[src/rtl/fifo_queue_with_sort_unit_defines.svh]
// ----------------------------------------------------------------------------
// FIFO queue with sort unit: assertion macros
// Concurrent check wrappers, compiled out when SYNTH is defined.
// ----------------------------------------------------------------------------
`ifndef FIFO_QUEUE_WITH_SORT_UNIT_DEFINES_SVH
`define FIFO_QUEUE_WITH_SORT_UNIT_DEFINES_SVH

`ifndef SYNTH
// check that is skipped while reset is asserted
`define FQS_ASSERT(lbl, prop) \
    lbl: assert property (@(posedge clk) disable iff (!rst_n) prop) \
        else $error("fifo queue check failed");
// check that also holds during reset
`define FQS_ASSERT_ALWAYS(lbl, prop) \
    lbl: assert property (@(posedge clk) prop) \
        else $error("fifo queue check failed");
`else
`define FQS_ASSERT(lbl, prop)
`define FQS_ASSERT_ALWAYS(lbl, prop)
`endif

`endif

[src/rtl/fqs_pkg.sv]
// ----------------------------------------------------------------------------
// fqs_pkg
// Shared types and constants of the FIFO queue with sort unit.
// ----------------------------------------------------------------------------
package fqs_pkg;

    localparam int DATA_W      = 32;
    localparam int COUNT_OUT_W = 5;

    typedef enum logic [1:0] {
        OP_PUSH   = 2'd0,
        OP_POP    = 2'd1,
        OP_ROTATE = 2'd2,
        OP_SORT   = 2'd3
    } op_t;

    typedef enum logic [1:0] {
        ST_OK        = 2'd0,
        ST_POP_EMPTY = 2'd1,
        ST_PUSH_FULL = 2'd2
    } status_t;

    typedef struct packed {
        op_t                       operation;
        logic signed [DATA_W-1:0]  push_value;
    } fqs_req_t;

    typedef struct packed {
        logic signed [DATA_W-1:0]  head_value;
        logic [COUNT_OUT_W-1:0]    entry_count;
        logic                      is_empty;
        status_t                   status;
    } fqs_rsp_t;

endpackage

[src/rtl/fqs_ram.sv]
// ----------------------------------------------------------------------------
// fqs_ram
// Ring store: one write port, one read port, registered read (read-first).
// ----------------------------------------------------------------------------
module fqs_ram
    import fqs_pkg::*;
#(
    parameter int DEPTH = 16,
    parameter int AW    = 4
)
(
    input  logic              clk,
    input  logic              we,
    input  logic [AW-1:0]     waddr,
    input  logic [DATA_W-1:0] wdata,
    input  logic [AW-1:0]     raddr,
    output logic [DATA_W-1:0] rdata
);

    logic [DATA_W-1:0] mem [DEPTH];

    always_ff @(posedge clk)
    begin
        if (we)
        begin
            mem[waddr] <= wdata;
        end
        rdata <= mem[raddr];
    end

endmodule

[src/rtl/fqs_sort.sv]
// ----------------------------------------------------------------------------
// fqs_sort
// In-place insertion sort sequencer over the ring store. Works in logical
// offsets from the head; the caller maps them to store addresses.
// ----------------------------------------------------------------------------
module fqs_sort
    import fqs_pkg::*;
#(
    parameter int AW = 4,
    parameter int CW = 5
)
(
    input  logic              clk,
    input  logic              rst_n,
    input  logic              go,
    input  logic [CW-1:0]     count,
    input  logic [DATA_W-1:0] rdata,
    output logic [AW-1:0]     rd_off,
    output logic              wr_en,
    output logic [AW-1:0]     wr_off,
    output logic [DATA_W-1:0] wr_data,
    output logic              active,
    output logic              done
);

    typedef enum logic [2:0] {
        S_IDLE,
        S_KEY_RD,
        S_KEY_WAIT,
        S_CMP_RD,
        S_CMP,
        S_PLACE,
        S_DONE
    } sort_state_t;

    sort_state_t              state_reg, state_next;
    logic [AW-1:0]            k_reg, k_next;
    logic [AW-1:0]            pos_reg, pos_next;
    logic signed [DATA_W-1:0] key_reg, key_next;
    logic                     shift;
    logic                     last_k;

    assign shift  = $signed(rdata) > key_reg;
    assign last_k = (CW'(k_reg) + CW'(1)) == count;

    assign rd_off  = (state_reg == S_KEY_RD) ? k_reg : pos_reg - AW'(1);
    assign wr_off  = pos_reg;
    assign wr_en   = (state_reg == S_CMP) || (state_reg == S_PLACE);
    assign wr_data = (state_reg == S_CMP && shift) ? rdata : key_reg;
    assign active  = state_reg != S_IDLE;
    assign done    = state_reg == S_DONE;

    always_comb
    begin
        state_next = state_reg;
        k_next     = k_reg;
        pos_next   = pos_reg;
        key_next   = key_reg;
        case (state_reg)
            S_IDLE:
            begin
                if (go)
                begin
                    k_next     = AW'(1);
                    state_next = S_KEY_RD;
                end
            end
            S_KEY_RD:
            begin
                pos_next   = k_reg;
                state_next = S_KEY_WAIT;
            end
            S_KEY_WAIT:
            begin
                key_next   = $signed(rdata);
                state_next = S_CMP_RD;
            end
            S_CMP_RD:
            begin
                state_next = S_CMP;
            end
            S_CMP:
            begin
                if (shift)
                begin
                    // neighbor moved up one slot, keep walking down
                    pos_next   = pos_reg - AW'(1);
                    state_next = (pos_reg == AW'(1)) ? S_PLACE : S_CMP_RD;
                end
                else if (last_k)
                begin
                    state_next = S_DONE;
                end
                else
                begin
                    k_next     = k_reg + AW'(1);
                    state_next = S_KEY_RD;
                end
            end
            S_PLACE:
            begin
                if (last_k)
                begin
                    state_next = S_DONE;
                end
                else
                begin
                    k_next     = k_reg + AW'(1);
                    state_next = S_KEY_RD;
                end
            end
            S_DONE:
            begin
                state_next = S_IDLE;
            end
            default:
            begin
                state_next = S_IDLE;
            end
        endcase
    end

    always_ff @(posedge clk or negedge rst_n)
    begin
        if (!rst_n)
        begin
            state_reg <= S_IDLE;
        end
        else
        begin
            state_reg <= state_next;
        end
    end

    always_ff @(posedge clk)
    begin
        k_reg   <= k_next;
        pos_reg <= pos_next;
        key_reg <= key_next;
    end

endmodule

[src/rtl/fifo_queue_with_sort_unit.sv]
// Push, pop and rotate: result strobed in the cycle after the accepting edge; busy stays low,
//   so one item is taken every cycle.
// Sort of n >= 2 entries: busy while each key in turn is read, then compared with each earlier
//   entry from the nearest down, each larger one shifted up a slot, and the key written in place;
//   result strobed as busy drops. The single-read-port ring store sets this sequence. Results cannot be stalled.
// Reset clears head, count and control; store contents stay undefined, no clearing pass.
// ----------------------------------------------------------------------------
// fifo_queue_with_sort_unit
// Bounded FIFO of signed words in a ring store with push, pop, rotate and sort.
// ----------------------------------------------------------------------------
`include "fifo_queue_with_sort_unit_defines.svh"

module fifo_queue_with_sort_unit
    import fqs_pkg::*;
#(
    parameter int QUEUE_DEPTH = 16
)
(
    input  logic     clk,
    input  logic     rst_n,
    input  logic     start,
    output logic     busy,
    input  fqs_req_t req,
    output logic     done,
    output fqs_rsp_t result
);

    localparam int AW    = (QUEUE_DEPTH > 1) ? $clog2(QUEUE_DEPTH) : 1;
    localparam int CW    = $clog2(QUEUE_DEPTH + 1);
    localparam int SUM_W = AW + 1;

    typedef enum logic {
        IDLE,
        SORT
    } top_state_t;

    function automatic logic [AW-1:0] ring_addr(input logic [AW-1:0] base,
                                                input logic [AW-1:0] off);
        logic [SUM_W-1:0] sum;
        sum = {1'b0, base} + {1'b0, off};
        if (sum >= SUM_W'(QUEUE_DEPTH))
        begin
            sum = sum - SUM_W'(QUEUE_DEPTH);
        end
        return sum[AW-1:0];
    endfunction

    top_state_t        state_reg, state_next;
    logic [AW-1:0]     head_reg, head_next;
    logic [CW-1:0]     count_reg, count_next;
    logic [DATA_W-1:0] head_val_reg, head_val_next;
    logic              pend_reg, pend_next;
    logic              done_reg, done_next;
    status_t           status_reg, status_next;

    logic              accept;
    logic [DATA_W-1:0] head_cur;
    logic              mem_we;
    logic [AW-1:0]     mem_waddr, mem_raddr;
    logic [DATA_W-1:0] mem_wdata, mem_rdata;

    logic              sort_go;
    logic [AW-1:0]     sort_rd_off, sort_wr_off;
    logic              sort_wr_en;
    logic [DATA_W-1:0] sort_wr_data;
    logic              sort_active;
    logic              sort_done;

    fqs_ram #(
        .DEPTH (QUEUE_DEPTH),
        .AW    (AW)
    ) u_ram (
        .clk   (clk),
        .we    (mem_we),
        .waddr (mem_waddr),
        .wdata (mem_wdata),
        .raddr (mem_raddr),
        .rdata (mem_rdata)
    );

    fqs_sort #(
        .AW (AW),
        .CW (CW)
    ) u_sort (
        .clk     (clk),
        .rst_n   (rst_n),
        .go      (sort_go),
        .count   (count_reg),
        .rdata   (mem_rdata),
        .rd_off  (sort_rd_off),
        .wr_en   (sort_wr_en),
        .wr_off  (sort_wr_off),
        .wr_data (sort_wr_data),
        .active  (sort_active),
        .done    (sort_done)
    );

    assign busy   = state_reg == SORT;
    assign accept = start && !busy;
    // head word refreshed by the read issued on the previous beat
    assign head_cur = pend_reg ? mem_rdata : head_val_reg;

    always_comb
    begin
        state_next    = state_reg;
        head_next     = head_reg;
        count_next    = count_reg;
        head_val_next = head_cur;
        pend_next     = 1'b0;
        done_next     = 1'b0;
        status_next   = status_reg;
        mem_we        = 1'b0;
        mem_waddr     = ring_addr(head_reg, count_reg[AW-1:0]);
        mem_wdata     = req.push_value;
        mem_raddr     = ring_addr(head_reg, AW'(1));
        sort_go       = 1'b0;
        case (state_reg)
            IDLE:
            begin
                if (accept)
                begin
                    done_next   = 1'b1;
                    status_next = ST_OK;
                    case (req.operation)
                        OP_PUSH:
                        begin
                            if (count_reg == CW'(QUEUE_DEPTH))
                            begin
                                status_next = ST_PUSH_FULL;
                            end
                            else
                            begin
                                mem_we     = 1'b1;
                                count_next = count_reg + CW'(1);
                                if (count_reg == '0)
                                begin
                                    head_val_next = req.push_value;
                                end
                            end
                        end
                        OP_POP:
                        begin
                            if (count_reg == '0)
                            begin
                                status_next = ST_POP_EMPTY;
                            end
                            else
                            begin
                                head_next  = ring_addr(head_reg, AW'(1));
                                count_next = count_reg - CW'(1);
                                pend_next  = count_reg > CW'(1);
                            end
                        end
                        OP_ROTATE:
                        begin
                            if (count_reg >= CW'(2))
                            begin
                                mem_we    = 1'b1;
                                mem_wdata = head_cur;
                                head_next = ring_addr(head_reg, AW'(1));
                                pend_next = 1'b1;
                            end
                        end
                        OP_SORT:
                        begin
                            if (count_reg >= CW'(2))
                            begin
                                done_next  = 1'b0;
                                sort_go    = 1'b1;
                                state_next = SORT;
                            end
                        end
                        default:
                        begin
                            done_next = 1'b1;
                        end
                    endcase
                end
            end
            SORT:
            begin
                mem_we    = sort_wr_en;
                mem_waddr = ring_addr(head_reg, sort_wr_off);
                mem_wdata = sort_wr_data;
                mem_raddr = ring_addr(head_reg, sort_rd_off);
                if (sort_done)
                begin
                    // fetch the new head (the minimum) for the result beat
                    mem_raddr  = head_reg;
                    pend_next  = 1'b1;
                    done_next  = 1'b1;
                    state_next = IDLE;
                end
            end
            default:
            begin
                state_next = IDLE;
            end
        endcase
    end

    always_ff @(posedge clk or negedge rst_n)
    begin
        if (!rst_n)
        begin
            state_reg  <= IDLE;
            head_reg   <= '0;
            count_reg  <= '0;
            pend_reg   <= 1'b0;
            done_reg   <= 1'b0;
            status_reg <= ST_OK;
        end
        else
        begin
            state_reg  <= state_next;
            head_reg   <= head_next;
            count_reg  <= count_next;
            pend_reg   <= pend_next;
            done_reg   <= done_next;
            status_reg <= status_next;
        end
    end

    always_ff @(posedge clk)
    begin
        head_val_reg <= head_val_next;
    end

    assign done = done_reg;

    always_comb
    begin
        result.head_value  = (count_reg == '0) ? '0 : $signed(head_cur);
        result.entry_count = COUNT_OUT_W'(count_reg);
        result.is_empty    = count_reg == '0;
        result.status      = status_reg;
    end

    `FQS_ASSERT(a_count_bound, count_reg <= CW'(QUEUE_DEPTH))
    `FQS_ASSERT(a_done_cause, done |-> $past(accept || sort_done))
    `FQS_ASSERT(a_sort_only_busy, sort_active |-> (busy || $past(sort_go)))
    `FQS_ASSERT(a_pend_nonempty, pend_reg |-> (count_reg != '0))

endmodule
[config.mk]
export PLATFORM = sky130hd
export DESIGN_NAME = fifo_queue_with_sort_unit
export DESIGN_NICKNAME = d
export VERILOG_FILES = /design/src/rtl/fqs_pkg.sv /design/src/rtl/fqs_ram.sv /design/src/rtl/fqs_sort.sv /design/src/rtl/fifo_queue_with_sort_unit.sv
export VERILOG_INCLUDE_DIRS = /design/src /design/src/rtl
export SDC_FILE = /design/constraint.sdc
export NUM_CORES = 1
export LEC_CHECK = 0
export ABC_AREA = 1
export BUFFER_PORTS_ARGS = -buffer_cell sky130_fd_sc_hd__buf_4
export CAP_MARGIN = 20
export CELL_PAD_IN_SITES_DETAIL_PLACEMENT = 0
export CELL_PAD_IN_SITES_GLOBAL_PLACEMENT = 1
export CORE_UTILIZATION = 46
export DETAILED_ROUTE_END_ITERATION = 8
export PLACE_DENSITY_LB_ADDON = 0.1
export SYNTH_ARGS = -nofsm -noshare
export SYNTH_HDL_FRONTEND = slang
export SYNTH_SLANG_ARGS = --single-unit
[constraint.sdc]
create_clock -name clk -period 3.6 [get_ports clk]
set_input_delay 0.18 -clock clk [delete_from_list [all_inputs] [get_ports clk]]
set_output_delay 0.18 -clock clk [all_outputs]
set_load 0.01 [all_outputs]
* Yosys cells after proc, flatten, opt, wreduce, memory -nomap -nowiden *
Memory sizes are Yosys's and may differ from the RTL's. A register that Yosys moved wholly into a read port is not among the register bits.
Cells that the tools add are included.

storage, ports and cells
  register bits after elaboration = 89
  bits in writable memories = 512
  output and inout bits = 42
  logic and storage cells = 128
  memories kept = 1

operators by class
  add/sub/neg operators = 13
  magnitude comparators = 7
  equality and inequality tests = 18
  muxes and demuxes = 61
  bitwise operators = 1
  reductions and logical operators = 16

memory list
  memory     words  bits a word  read ports  clocked after Yosys merged registers in  write ports  line           source
  u_ram.mem  16     32           1           1                                        1            fqs_ram.sv:20  logic [DATA_W-1:0] mem [DEPTH];

operator list
  cell                                                                number
  32-bit two-way mux                                                  11
  32-bit one-hot mux with 2 select lines                              1
  4-bit two-way mux                                                   14
  32-bit greater-than comparator                                      1
  5-bit >= comparator, second input constant                          4
  4-bit by 1-bit subtractor with 4-bit output, second input constant  5
  3-bit one-hot mux with 6 select lines                               1
  1-bit two-way mux                                                   16
  4-bit one-hot mux with 2 select lines                               2
  4-bit by 4-bit adder with 5-bit output                              3
  3-bit two-way mux                                                   4
  1-bit one-hot mux with 2 select lines                               6
  4-bit one-hot mux with 3 select lines                               1
  4-bit by 1-bit adder with 5-bit output, second input constant       2
  5-bit two-way mux                                                   2
  2-bit inequality test, second input constant                        5
  5-bit one-hot mux with 2 select lines                               1
  5-bit AND reduction                                                 2
  3-bit == test, second input constant                                3
  3-bit by 2-bit == test with 1-bit output, second input constant     2
  2-bit nonzero test                                                  3
  5-bit by 1-bit adder with 5-bit output, second input constant       1
  5-bit == test                                                       1
  5-bit == test, second input constant                                1
  other kinds (21)                                                    24

* Logic depth before layout (Yosys ltp) *
  depth in word-level cells = 7
  mapped depth = 20

* Cells and area by module *
From an unflattened synthesis, not the netlist that was laid out.

second synthesis, totals
  cell total of the unflattened synthesis = 3,071
  area total of the unflattened synthesis = 29,814.8 µm²

modules (own cells, without submodules)
  module                     instances  cells each  area each (µm²)
  fqs_ram                    1          2,120       22,730.6
  fifo_queue_with_sort_unit  1          568         3,907.5
  fqs_sort                   1          383         3,176.8

* Least setup slack after synthesis *
OpenSTA, ideal clock, no wires.

  kind = register -> register
  start = reg state_reg, in the netlist busy
  end = mem u_ram.mem[0][0], enable pin
  library setup time = 0.421 ns
  arrival = 3.398 ns
  data required time = 3.179 ns
  path slack = -0.219 ns
  cell stages (with the launch flop) = 10
  buffers on the path = 2
  period minus slack after synthesis = 3.819 ns
  path through = dfrtp_1 -> buf_2 -> clkbuf_1 -> o21ai_0 -> ha_1 -> a21o_1 -> a21oi_1 -> xor2_1 -> nand2_1 -> nor2_1

on the way
  cells in the longest elaborated chain, start to end = 6

ends and longest elaborated chain
  item                                     line                              source
  start, declared                          fifo_queue_with_sort_unit.sv:48   top_state_t state_reg, state_next;
  start signal, assigned                   fifo_queue_with_sort_unit.sv:215  state_reg <= state_next;
  1-bit zero test                          fifo_queue_with_sort_unit.sv:99   assign accept = start && !busy;
  1-bit logical AND                        fifo_queue_with_sort_unit.sv:99
  1-bit two-way mux                        fifo_queue_with_sort_unit.sv:120  if (accept)
  1-bit one-hot mux with 2 select lines    fifo_queue_with_sort_unit.sv:117  case (state_reg)
  1-bit two-way mux                        fqs_ram.sv:24                     if (we)
  1-bit two-way mux (not written as such)  fqs_ram.sv:26                     mem[waddr] <= wdata;
  end, declared                            fqs_ram.sv:20

Parallel ways exist; a longest one is shown, timed or not.

* Worst setup path in the final report *
  start = reg u_sort.state_reg[2]
  end = reg u_ram.rdata[31] (read register of u_ram.mem)

on the way
  cells in the longest elaborated chain, start to end = 7

ends and longest elaborated chain
  item                                                                                       line                                                              source
  start, declared                                                                            fqs_sort.sv:36                                                    sort_state_t state_reg, state_next;
  start signal, assigned                                                                     fqs_sort.sv:131                                                   state_reg <= state_next;
  3-bit by 1-bit == test with 1-bit output                                                   fqs_sort.sv:46                                                    assign rd_off = (state_reg == S_KEY_RD) ? k_reg : pos_reg - AW'(1);
  4-bit two-way mux                                                                          fqs_sort.sv:46
  4-bit by 4-bit adder with 5-bit output                                                     fifo_queue_with_sort_unit.sv:40                                   sum = {1'b0, base} + {1'b0, off};
  4-bit by 1-bit subtractor with 4-bit output / 5-bit >= comparator (equally long branches)  fifo_queue_with_sort_unit.sv:43, fifo_queue_with_sort_unit.sv:41
  4-bit two-way mux                                                                          fifo_queue_with_sort_unit.sv:41                                   if (sum >= SUM_W'(QUEUE_DEPTH))
  4-bit two-way mux (*)                                                                      fifo_queue_with_sort_unit.sv:186                                  if (sort_done)
  4-bit two-way mux (*)                                                                      fifo_queue_with_sort_unit.sv:117
  end, declared                                                                              fqs_ram.sv:17                                                     output logic [DATA_W-1:0] rdata

Every way passes the cells marked *; elsewhere a longest branch is shown, timed or not.
A chain may end at the register's enable or synchronous reset.

==> flow_summary.toml <==
[run_status]
status = "finished clean"

[synthesis]
synth_edf_count = 552
synth_fa_ha_area_share_pct = 2.28
ys_seq_area_share_pct = 62.6
ys_warn_count = 0
synth_cell_types = 51
syn_area_um2 = 29200
avgSynthCellArea_um2 = 11.0
yosys.area_share.simple_pct = 16.2
synth_cells = 2662
synth_flop_cell = "edfxtp_1"
async_flop_share_pct = 2.69
syn_nets = 2751
synthXorXnorAreaFrac_pct = 0.510
synth_top_family_by_area = "simple AND/OR/NAND/NOR gates"
synth-compound-area-share_pct = 11.8
synthMuxAreaShare_pct = 0
ys_seq_elements = 633

[sta]
fin_crit_sh_pct = 91.6
final_hold_viol_count = 0
finalCriticalPeriod_ns = 3.30
finalWorstSetupSlack_ns = 0.304
tightest_slew_ns = 0.855
max_freq_mhz = 303
slew_headroom_pct = 42.8
hold_ws_ns = 0.0657
slew_violations = 0
setup_viol = 0
fin_skew_ns = 0.0305
rsz0062_at_grt = "no"

[setup_path]
critPathLaunchType = "register"
crit_slowest_cell = "fa_1"
crit_required_ns = 4.12
reg2reg_depth = 13
rr_startpoint = "u_sort.state_reg[2]$_DFFE_PN0P_"
critPathMaxFanout = 64
rr_endpoint = "u_ram.rdata[31]$_DFF_P_"
critPathKind = "reg2reg"
cp_slowest_stage_delay_ns = 0.47
cp-end-kind = "register"
r2r_slack_ns = 0.30
critPathTopFamily = "compound AO/OA/AOI/OAI gates"
crit_buf_inv = 2
worst_path_most_repeated_cell = "nand2_1"
cp_data_arrival_time_ns = 3.81
cp_cell_sequence = "inv_2, nand3_2, o21ai_0, ha_1, fa_1, o21ai_4, buf_12, o211ai_1, nand2_1, nand2_1, nand2_1, nand3_1, nand2_1"

[global_routing]
grt_pass1_wl_mm = 113
grt_pass1_vias = 18900
grt_overflow = 0
antenna_found_initial = 2
grt_max_degree = 158
grt_use_total_pct = 23.3

[die]
die-area_um2 = 64500
die_w_um = 254
ioPinCount = 79
core-area_um2 = 62900
initial_utilization_pct = 46.5
rows = 92
die_h_um = 254

[detailed_routing]
routedWlPerCell_um = 20.2
drc = 0
drt_first_pass_iters = 6
drt-total-wl_mm = 74.4
vias_per_cell = 5.29
drt_iter0_markers = 1489
ant_nets = 0
dr_total_vias = 19500

[finish]
final_cell_mix = "nand2_1 (600), edfxtp_1 (552), inv_1 (272), or2_2 (151), o21ai_0 (138)"
final_core_utilization_pct = 53.6
drive_gt1_share_pct = 19.5
fillers = 5446
top_register = "u_ram.mem"
area_growth_pct = 15.4
largest_reg_flops = 512
final_common_cell = "nand2_1"
fin_cells = 3683
final_area_um2 = 33700
register_area_um2 = 18300
multiInputGateArea_um2 = 9140
nNetsFinal = 2866

[pwr]
p_int_mw = 12.1
seq_power_share_pct = 52.2
switching_share_pct = 19.4
vdd_drop_max_mv = 0.282
p_comb_share_pct = 0.6
p_leak_nw = 11.3
power_switching_mw = 2.92
p_per_area_nw_per_um2 = 447
clockPowerShare_pct = 47.2

[placement]
place.gp.congestion = 0.838
dp_hpwl_mm = 44.8
place_ws_ns = 0.245
port_buffers = 78
dpl-instance-area_um2 = 31100
dp_cells = 3515

[cts]
postCtsSetupBuffers = 0
cts_tree = "done"
clock-sinks = 633
cts-root-buf = "clkbuf_16"
clkLatencyLatePin_ns = 0.62
clk_pin_slew_ns = 0.06
cts_max_path_buffers = 3
cts_max_level = 3
numCtsBuffers = 71

[worst_hold_path]
hp-class = "in2reg"
hold_start = "req[33]"
hold-path-cell-count = 5
holdPathEnd = "done$_DFF_PN0_"

[run]
drv_cap = 0
-- routing by layer --
| metal | track usage, % | share of wire, % |
|---|---|---|
| met1 | 33.3 | 47 |
| met2 | 37.0 | 45 |
| met3 | 3.60 | 5.3 |
| met4 | 6.56 | 1.7 |
| met5 | 0 | 0 |
-- cell usage after synthesis (3+ instances only) --
library cell	n	area (um^2)
clkbuf_1	60	225
xnor2_1	3	26.3
o21a_1	4	30.0
nand2_1	601	2260
or2_2	151	945
dfrtp_1	17	425
buf_6	26	293
clkbuf_2	3	15.0
dfxtp_1	64	1280
nand2_4	3	33.8
a21oi_1	52	260
inv_2	5	18.8
nand3_1	126	631
edfxtp_1	552	16600
o211ai_2	100	1250
nor2_1	76	285
o21ai_0	139	696
ha_1	50	626
xor2_1	14	123
buf_4	3	22.5
buf_2	45	225
nand4_1	36	225
nor3_1	3	15.0
o211ai_1	92	691
a21o_1	3	22.5
inv_1	272	1020
or2_1	43	269
o21ai_1	79	395
buf_1	12	45.0
-- layout make-up --
| class | instances | area share (%) |
|---|---|---|
| Tap cell | 846 | 3.14 |
| Timing Repair Buffer | 195 | 5.58 |
| Multi-Input combinational cell | 1597 | 27.1 |
| Sequential cell | 633 | 54.2 |
| Inverter | 279 | 3.14 |
| Antenna cell | 1 | 0.00742 |
| Clock inverter | 27 | 0.716 |
| Clock buffer | 105 | 6.05 |
-- power by group through the flow --
stage	Combinational [mW]	Sequential [mW]	Clock [mW]
2_1_floorplan	0.00785	8.01	0
3_3_place_gp	0.0507	8.01	0
3_5_place_dp	0.0516	8.01	0
4_1_cts	0.0839	7.86	7.28
5_1_grt	0.0899	7.86	7.56
6_report	0.0830	7.86	7.11
-- tightest hold or removal path, stage by stage --
cell	delay, ns
buf_4	0.10
ha_1	0.14
nand2_1	0.05
inv_1	0.07
o21ai_0	0.09
-- logic make-up (layout without fill, tap and decap cells) --
family | after synthesis | after routing
AOI/OAI and AO/OA | 480 | 480
xor gates and xnor gates | 17 | 17
adders and majority gates | 52 | 52
buffers and inverters | 432 | 606
DFF | 633 | 633
other | 0 | 1
and+or+nand+nor | 1048 | 1048
-- stage by stage --
stage,TNS (ns),power (mW)
floorplan,-95.24,8.02
global placement,0,8.07
detailed placement,0,8.07
CTS,0,15.2
global route,0,15.5
finish,0,15.1
-- worst max path at each step --
stage | startpoint | to | cells after the start
floorplan | busy$_DFF_PN0_ | u_ram.mem[0][0]$_DFFE_PP_ | 9
global placement | u_sort.state_reg[2]$_DFFE_PN0P_ | u_ram.rdata[31]$_DFF_P_ | 15
detailed placement | u_sort.state_reg[2]$_DFFE_PN0P_ | u_ram.rdata[31]$_DFF_P_ | 15
CTS | u_sort.state_reg[2]$_DFFE_PN0P_ | u_ram.rdata[31]$_DFF_P_ | 15
global route | u_sort.state_reg[2]$_DFFE_PN0P_ | u_ram.rdata[31]$_DFF_P_ | 13
finish | u_sort.state_reg[2]$_DFFE_PN0P_ | u_ram.rdata[31]$_DFF_P_ | 13
-- timing repair --
| item | CTS | global route |
|---|---|---|
| hold buffers | 35 | 0 |
| endpoints found under the setup margin | 0 | 27 |
| hold endpoints to repair | 51 | 0 |
| resized for setup | 0 | 2 |
(Power assumes the default switching activity.)
